`src/suset_pkg.sv`:
```
// shared types and constants for the sorted unique set table
`timescale 1ns / 1ps

package suset_pkg;

	localparam int CAPACITY = 16;
	localparam int VALUE_W  = 32;
	localparam int CNT_W    = $clog2(CAPACITY + 1);

	typedef logic signed [VALUE_W-1:0] value_t;
	typedef logic [CNT_W-1:0] count_t;

	typedef enum logic [1:0] {
		FUNC_INSERT = 2'd0,
		FUNC_DELETE = 2'd1,
		FUNC_LOOKUP = 2'd2
	} func_t;

	typedef enum logic [1:0] {
		ST_DONE      = 2'd0,
		ST_DUPLICATE = 2'd1,
		ST_ABSENT    = 2'd2,
		ST_FULL      = 2'd3
	} status_t;

	// shift commands broadcast to every cell
	typedef struct packed {
		logic ins;
		logic del;
	} ctrl_t;

endpackage

```
`src/sorted_unique_set_table_unit.sv`:
```
// top level of the sorted unique set table: operand stage, cell row and result register
`timescale 1ns / 1ps

// Sorted set of distinct signed values kept in ascending order in a row of cells.
// Input channel: in_valid / in_stall with func (insert, delete, lookup) and
// item_value. Output channel: out_valid / out_stall with status, present and
// member_count; every input transaction gives exactly one output transaction.
// A transaction is registered in an operand stage; in the next cycle every cell
// compares its entry with the key at once, the hits are combined, and on insert
// or delete each cell takes the key or its neighbour's entry in the same edge
// while the result is written to the output register.
// out_valid rises when the operand stage executes into the output register.
// Throughput: one transaction per cycle unless the receiver stalls; the operand
// stage moves on whenever the output register is empty or being taken, so the next
// item sees the updated row. When the receiver stalls the result holds, the
// operand stage fills, and then in_stall rises until out_stall falls.
// Reset (arst_n low) empties the set (count zero) and drops both stages; cell
// contents are not cleared, cells at or above the count are never looked at.
module sorted_unique_set_table_unit (
	input  logic               clk,
	input  logic               arst_n,
	input  logic               in_valid,
	output logic               in_stall,
	input  logic [1:0]         func,
	input  logic signed [31:0] item_value,
	output logic               out_valid,
	input  logic               out_stall,
	output logic [1:0]         status,
	output logic               present,
	output logic [4:0]         member_count
);

	localparam int N = suset_pkg::CAPACITY;

	// operand stage
	logic              op_valid_s1;
	logic [1:0]        func_s1;
	suset_pkg::value_t key_s1;

	// set state and result register
	suset_pkg::count_t count_q;
	logic              out_valid_q;
	suset_pkg::status_t status_q;
	logic              present_q;
	suset_pkg::count_t count_out_q;

	// cell row
	suset_pkg::value_t entry_v [N];
	logic [N-1:0]      lt_v;
	logic [N-1:0]      eq_v;
	logic [N-1:0]      occ_v;
	suset_pkg::ctrl_t  ctrl;

	logic              exec;
	logic              found;
	logic              full;
	suset_pkg::status_t status_d;
	logic              present_d;
	suset_pkg::count_t count_d;

	// the operand stage executes when the result register can take its answer
	assign exec     = op_valid_s1 && (!out_valid_q || !out_stall);
	assign in_stall = op_valid_s1 && !exec;

	always_ff @(posedge clk or negedge arst_n) begin
		if (!arst_n) begin
			op_valid_s1 <= 1'b0;
		end else if (!in_stall) begin
			op_valid_s1 <= in_valid;
		end
	end

	always_ff @(posedge clk) begin
		if (in_valid && !in_stall) begin
			func_s1 <= func;
			key_s1  <= item_value;
		end
	end

	// cells at or above the count hold stale data and never hit
	genvar gi;
	generate
		for (gi = 0; gi < N; gi++) begin : g_cell
			assign occ_v[gi] = count_q > suset_pkg::CNT_W'(gi);

			suset_cell u_cell (
				.clk        (clk),
				.ctrl       (ctrl),
				.key        (key_s1),
				.occupied   (occ_v[gi]),
				.prev_lt    ((gi == 0) ? 1'b1 : lt_v[(gi == 0) ? 0 : gi-1]),
				.prev_entry (entry_v[(gi == 0) ? 0 : gi-1]),
				.next_entry (entry_v[(gi == N-1) ? N-1 : gi+1]),
				.lt         (lt_v[gi]),
				.eq         (eq_v[gi]),
				.entry      (entry_v[gi])
			);
		end
	endgenerate

	assign found = |eq_v;
	assign full  = count_q == suset_pkg::CNT_W'(N);

	// decide the outcome of the staged transaction
	always_comb begin
		status_d  = suset_pkg::ST_DONE;
		present_d = 1'b0;
		count_d   = count_q;
		ctrl      = '0;
		case (func_s1)
			suset_pkg::FUNC_INSERT: begin
				if (found) begin
					status_d = suset_pkg::ST_DUPLICATE;
				end else if (full) begin
					status_d = suset_pkg::ST_FULL;
				end else begin
					ctrl.ins = exec;
					count_d  = count_q + suset_pkg::CNT_W'(1);
				end
			end
			suset_pkg::FUNC_DELETE: begin
				if (found) begin
					ctrl.del  = exec;
					present_d = 1'b1;
					count_d   = count_q - suset_pkg::CNT_W'(1);
				end else begin
					status_d = suset_pkg::ST_ABSENT;
				end
			end
			suset_pkg::FUNC_LOOKUP: begin
				if (found) begin
					present_d = 1'b1;
				end else begin
					status_d = suset_pkg::ST_ABSENT;
				end
			end
			default: begin
				// unused code: no change, plain done result
				status_d = suset_pkg::ST_DONE;
			end
		endcase
	end

	always_ff @(posedge clk or negedge arst_n) begin
		if (!arst_n) begin
			count_q     <= '0;
			out_valid_q <= 1'b0;
		end else begin
			if (exec) begin
				count_q     <= count_d;
				out_valid_q <= 1'b1;
			end else if (!out_stall) begin
				out_valid_q <= 1'b0;
			end
		end
	end

	always_ff @(posedge clk) begin
		if (exec) begin
			status_q    <= status_d;
			present_q   <= present_d;
			count_out_q <= count_d;
		end
	end

	assign out_valid    = out_valid_q;
	assign status       = status_q;
	assign present      = present_q;
	assign member_count = count_out_q;

endmodule

```
`src/suset_cell.sv`:
```
// one table cell: holds an entry, compares it with the key, shifts with its neighbours
`timescale 1ns / 1ps

module suset_cell (
	input  logic             clk,
	input  suset_pkg::ctrl_t ctrl,
	input  suset_pkg::value_t key,
	input  logic             occupied,
	input  logic             prev_lt,
	input  suset_pkg::value_t prev_entry,
	input  suset_pkg::value_t next_entry,
	output logic             lt,
	output logic             eq,
	output suset_pkg::value_t entry
);

	suset_pkg::value_t entry_q;

	assign entry = entry_q;
	assign lt    = occupied && (entry_q < key);
	assign eq    = occupied && (entry_q == key);

	always_ff @(posedge clk) begin
		if (ctrl.ins && !lt) begin
			// first cell not below the key takes the key, the rest move up
			entry_q <= prev_lt ? key : prev_entry;
		end else if (ctrl.del && !lt) begin
			entry_q <= next_entry;
		end
	end

endmodule

```
`config.mk`:
```
export PLATFORM = sky130hd
export DESIGN_NAME = sorted_unique_set_table_unit
export DESIGN_NICKNAME = d
export VERILOG_FILES = /design/src/suset_pkg.sv /design/src/sorted_unique_set_table_unit.sv /design/src/suset_cell.sv
export SDC_FILE = /design/constraint.sdc
export NUM_CORES = 2
export LEC_CHECK = 0
export BUFFER_PORTS_ARGS = -buffer_cell sky130_fd_sc_hd__buf_2
export CELL_PAD_IN_SITES_DETAIL_PLACEMENT = 1
export CELL_PAD_IN_SITES_GLOBAL_PLACEMENT = 1
export CORE_MARGIN = 2
export CORE_UTILIZATION = 45
export DETAILED_ROUTE_END_ITERATION = 8
export MAX_ROUTING_LAYER = met4
export PLACE_DENSITY = 0.77
export RECOVER_POWER = 25
export REMOVE_ABC_BUFFERS = 1
export SLEW_MARGIN = 20
export SYNTH_ARGS = -nofsm -noshare
export SYNTH_HDL_FRONTEND = slang
export SYNTH_SLANG_ARGS = --single-unit
```
`constraint.sdc`:
```
create_clock -name clk -period 14.8 [get_ports clk]
set_clock_uncertainty 0.1 [all_clocks]
set_input_delay 0 -clock clk [delete_from_list [all_inputs] [get_ports clk]]
set_output_delay 0 -clock clk [all_outputs]
set_load 0.05 [all_outputs]
```
# After elaboration in Yosys (flattened, before gate mapping)
# Index checks and enable logic that the tools add are counted.
# op_classes
eq_ne,20
addsub,2
n_lt_le_gt_ge,32
mux,61
n_reduce_logical,105
# ops
cell,n
$mux W32,45
$eq A32 B32 Y1,16
$lt A32 B32 Y1,16
$logic_and A1 B1 Y1,66
$gt A5 B4 Y1 const B,8
$reduce_bool A2 Y1,15
$gt A5 B3 Y1 const B,4
$logic_not A1 Y1,20
$reduce_or A16 Y1,1
$mux W5,3
$gt A5 B1 Y1 const B,2
$gt A5 B2 Y1 const B,2
$pmux W5 S2,1
$mux W1,8
$mux W2,3
$add A5 B1 Y5 const B,1
$eq A5 B5 Y1 const B,1
$sub A5 B1 Y5 const B,1
$pmux W2 S2,1
$eq A2 B1 Y1 const B,1
$eq A2 B2 Y1 const B,1
$logic_not A2 Y1,1
$ne A2 B1 Y1 const B,1
$reduce_or A2 Y1,1
$logic_or A1 B1 Y1,1
# word_totals
word_cells,244
reg_bits,561
out_inout_bits,10
input_bits,38

# Logic depth before layout (Yosys ltp)
# logic_depth
word_depth,8
mapped_depth,13

# Cells and area by module
# From an unflattened synthesis, not the netlist that was laid out.
# unflattened
cells_unflattened,3820
area_unflattened_um2,43758.2
# by_module_without_submodules
mod,seq_area_each_um2,cells_each,area_each_um2,n_inst
suset_cell,960.9,226,2585.0,16
sorted_unique_set_table_unit,1436.4,204,2398.6,1

# Worst setup path before layout
# OpenSTA, ideal clock, no wires.
# synth_timing
path_type,reg2reg
from,reg key_s1[30]
to,reg g_cell[15].u_cell.entry_q[0] (enable)
arrival_ps,5151
required_time_ps,14230
slack_ps,9079
path_stages_with_launch,12
cell_sequence,edfxtp_1 -> clkbuf_1 -> inv_1 -> ha_1 -> and4_1 -> nor2b_1 -> nand4_1 -> o2111ai_1 -> nor4_4 -> nand2_2 -> buf_4 -> a211oi_1
# synth_between
elab_chain_len,6
word_cells_on_any_way,39
classes_between,1 x order compare; 16 x eq/ne; 2 x mux; 20 x reduce/logical
# synth_rtl
item,line_no,source
start: declaration,sorted_unique_set_table_unit.sv:38,suset_pkg::value_t key_s1;
start signal: assignment,sorted_unique_set_table_unit.sv:76,key_s1 <= item_value;
"parallel branches: the longest is 5 deep, another holds $lt A32 B32 Y1",--,
$logic_and A1 B1 Y1 (*),suset_cell.sv:24,if (ctrl.ins && !lt) begin
end signal: assignment,suset_cell.sv:26,entry_q <= prev_lt ? key : prev_entry;
end signal: assignment,suset_cell.sv:28,entry_q <= next_entry;
end: declaration,suset_cell.sv:17,suset_pkg::value_t entry_q;
# Every way passes the cells marked *.
# A chain may end at the register's enable or synchronous reset.

# Final worst setup path
# layout_timing
from,reg key_s1[19]
to,reg g_cell[3].u_cell.entry_q[21] (data pin)
# layout_between
elab_chain_len,7
word_cells_on_any_way,43
classes_between,2 x order compare; 16 x eq/ne; 4 x mux; 21 x reduce/logical
# layout_rtl
item,line_no
"parallel branches: the longest is 6 deep, another holds $lt A32 B32 Y1",--
$mux W32 (*),suset_cell.sv:24
end signal: assignment,suset_cell.sv:26
end signal: assignment,suset_cell.sv:28
end: declaration,suset_cell.sv:17
# Marked as above.

==> results.ini <==
[outcome]
status=complete, but fails checks
violations=max-capacitance violations, max-slew violations

[logic_synthesis]
ys_seq_area_frac=0.414
synth-xor-area-share=0.000216
synth-seq-cells=561
yosysTopAreaCell=edfxtp_1
ys.flop_type=edfxtp_1
synth.area.mux_share=0.240
synth-adder-area-share=0.160
ys_async_sr_fraction=0.0125
syn_avg_cell_area_um2=12.2
synth_compound_area_frac=0.0874
yosysWarnings=0
ys_types=71
synth_top_area_frac=0.409
synthSimpleGateAreaFrac=0.0735
syn_area_um2=40600
synth_top_family_by_area=multiplexers
synthCells=3318
synth_area_leaders=edfxtp_1 41%, ha_1 16%, mux2_2 13%, mux2_1 7.2%, mux2i_1 3.2%
synth-edff-count=554

[worst_setup_path]
crit_fanout=17
crit_cells=11
startpoint_type=flip-flop
worstPathRequired_ns=15.07
slowest_stage=nor2b_1
crit_type=flip-flop to flip-flop
critPathTopFamily=simple AND/OR/NAND/NOR gates
crit_path_end_kind=flip-flop
worstPathBufferInverterCount=2
worst_path_largest_cell_delay_ns=1.99
worst-r2r-cell-count=11
arrival_ns=9.40
crit_chain=inv_1, ha_1, nand4_1, nor4_1, nand4_1, o2111ai_1, nor4_1, nand2_1, nor2b_1, buf_4, mux2_2

[floorplan]
core_area_um2=89700
initial_core_util=0.453
dieArea_um2=92700
die_w_um=305
fp.dieH_um=305
rows=110
pin_count=48

[final_layout]
fill_cells=9296
fin_cells=4637
nets=3973
syn_to_final_growth_pct=10.7
drive_gt1_frac=0.207
post-route-util=0.501
fin_area_um2=45000

[clock_network]
clock_sinks=561
clock_latency_ns=0.64
htreeDepth=3
cts_tree=built
cts.clk_slew.worst_paths_ns=0.06
numCtsBuffers=68
clock_path_buffers=3
cts-resized-gates=0
cts_setup_buffers=0
cts_root_buf=clkbuf_16

[timing]
final.setup.worst_slack_ns=5.66
max_freq_mhz=109
setup_violations=0
hold_violations=0
maxSlewHeadroom=-1.17
fin_crit_ns=9.14
slew_viol_final=418
hold_slack_ns=0.0621
min_period_over_period=0.618
tightest_slew_ns=3.25
rsz0062_at_grt=false
setup_tns_ns=0

[placed_design]
placed_area_um2=42200
placedCellCount=4451
gp_congestion=0.968
dp_slack_ns=7.66
portBuffers=47
hpwl_mm=90.7

[pwr]
combPwrFrac=0.285
switching_power_mw=1.63
p_leak_nw=17.0
power_mw=5.10
ir_worst_vdd_mv=0.114
sw_frac_of_total=0.319
seqPwrFrac=0.389
internal_power_mw=3.47
powerDensity_nw_per_um2=113
power.share.clock=0.327

[grt]
grt_pass1_vias=30800
antenna_found_initial=2
grt_max_degree=65
overflow=0
grt_pass1_wl_mm=189
grt_util_all_layers=0.272

[job]
cap_violations=11

[routing]
drc_errors=0
first_pass_iters=5
drt_iter0_markers=1915
vias_per_cell=6.23
ant_nets=0
wl_per_cell_um=26.6
drt-total-wl_mm=123
vias=28900

[hold_path]
min_delay_path_depth=2
hold_path_class=input pin to flip-flop

==> power groups by stage <==
stage	Clock, mW	Combinational, mW	Sequential, mW
2_1_floorplan	0	1.00	1.98
3_3_place_gp	0	1.37	2.00
3_5_place_dp	0	1.41	2.01
4_1_cts	1.68	1.44	1.97
5_1_grt	1.73	1.56	1.99
6_report	1.66	1.45	1.98
==> cell type report <==
cell class	count	area, um^2	share of cell area
Antenna cell	1	2.50	0.0000556
Clock buffer	85	1830	0.0407
Clock inverter	31	282	0.00626
Inverter	60	225	0.00501
Multi-Input combinational cell	2549	23000	0.512
Sequential cell	561	16800	0.374
Tap cell	1176	1470	0.0327
Timing Repair Buffer	174	1330	0.0295
==> cells in the mapped netlist, types with 4 or more instances <==
| cell type | count |
|---|---|
| or2_2 | 5 |
| o31ai_1 | 5 |
| o21ai_0 | 171 |
| o2111ai_1 | 9 |
| o211ai_1 | 24 |
| nor2_4 | 9 |
| nor4_1 | 23 |
| and2_1 | 7 |
| mux2_1 | 261 |
| or4_1 | 6 |
| mux2_2 | 486 |
| a21oi_1 | 198 |
| mux2i_1 | 128 |
| nand3b_1 | 6 |
| o21a_1 | 30 |
| dfrtp_1 | 7 |
| nand4_1 | 142 |
| and4_1 | 5 |
| edfxtp_1 | 554 |
| nor2_1 | 53 |
| nand3_1 | 28 |
| a21o_1 | 63 |
| o21ba_2 | 14 |
| buf_2 | 22 |
| nor2b_1 | 26 |
| nand2b_1 | 19 |
| nand2_1 | 197 |
| nor3_1 | 13 |
| a2111oi_0 | 6 |
| and3_1 | 10 |
| a211o_1 | 5 |
| inv_1 | 59 |
| clkbuf_1 | 96 |
| ha_1 | 521 |
| buf_4 | 7 |
| nor4bb_1 | 4 |
| buf_6 | 22 |
| a211oi_1 | 16 |
| o22ai_1 | 5 |
==> metal layers <==
layer | part of all wire | GRT usage | up-vias
li1 | - | - | 13200
met1 | 0.43 | 0.343 | 14600
met2 | 0.48 | 0.451 | 810
met3 | 0.045 | 0.0266 | 245
met4 | 0.038 | 0.106 | 0
met5 | 0 | - | -
==> state kept, by name (all words and copies together), names as in the netlist, 2 cells and up <==
signal               cells
status                   2
member_count             5
key_s1                  32
g_cell.u_cell.entry    512
count_q                  5
func_s1                  2
==> final timing paths <==
| check | start | endpoint | slack, ns |
|---|---|---|---|
| min reg2reg | op_valid_s1 | out_valid | 0.40 |
| min | item_value[16] | key_s1[16] | 0.06 |
| min in group asynchronous | arst_n | count_q[3] | 0.39 |
| max | key_s1[19] | g_cell[3].u_cell.entry[21] | 5.66 |
| max in group asynchronous | arst_n | out_valid | 13.82 |
| max reg2reg | key_s1[19] | g_cell[3].u_cell.entry[21] | 5.66 |
==> placed cells by master, fill, tap and decap left out, types with 12 or more instances in the layout <==
cell type	n
nor3_1	13
o211ai_1	24
clkbuf_1	39
o21ba_2	14
clkbuf_16	71
edfxtp_1	554
nand2b_1	19
nor2_4	18
o21a_1	30
ha_1	521
dlygate4sd3_1	68
mux2i_1	120
buf_2	30
nand4_1	142
nand2_1	198
nor2_1	42
nor2b_1	26
inv_1	59
nand3_1	27
a211oi_1	15
a21o_1	63
nor4_1	24
buf_4	50
a21oi_1	198
mux2i_4	12
o21ai_0	171
mux2_1	265
mux2_2	482
==> cells by family (layout without fill, tap and decap cells) <==
| family | count (synthesis) | after routing |
|---|---|---|
| other | 0 | 1 |
| DFF | 561 | 561 |
| and+or+nand+nor | 566 | 566 |
| buffers and inverters | 208 | 350 |
| muxes | 879 | 879 |
| AOI/OAI and AO/OA | 582 | 582 |
| xor gates and xnor gates | 1 | 1 |
| adders and majority gates | 521 | 521 |
==> worst register-to-register path: cells and delay by family, from the launching register on <==
family / cells / cell delay [ns]
AOI/OAI and AO/OA: 1 / 0.37
buffers and inverters: 2 / 1.18
DFF: 1 / 0.89
muxes: 1 / 0.39
adders and majority gates: 1 / 0.52
and+or+nand+nor: 6 / 5.44
==> repair_timing <==
item	in CTS	in global routing
endpoints found under the hold margin	51	0
setup endpoints to repair	0	0
hold buffers	68	0
Power figures use the tool's default switching activity.
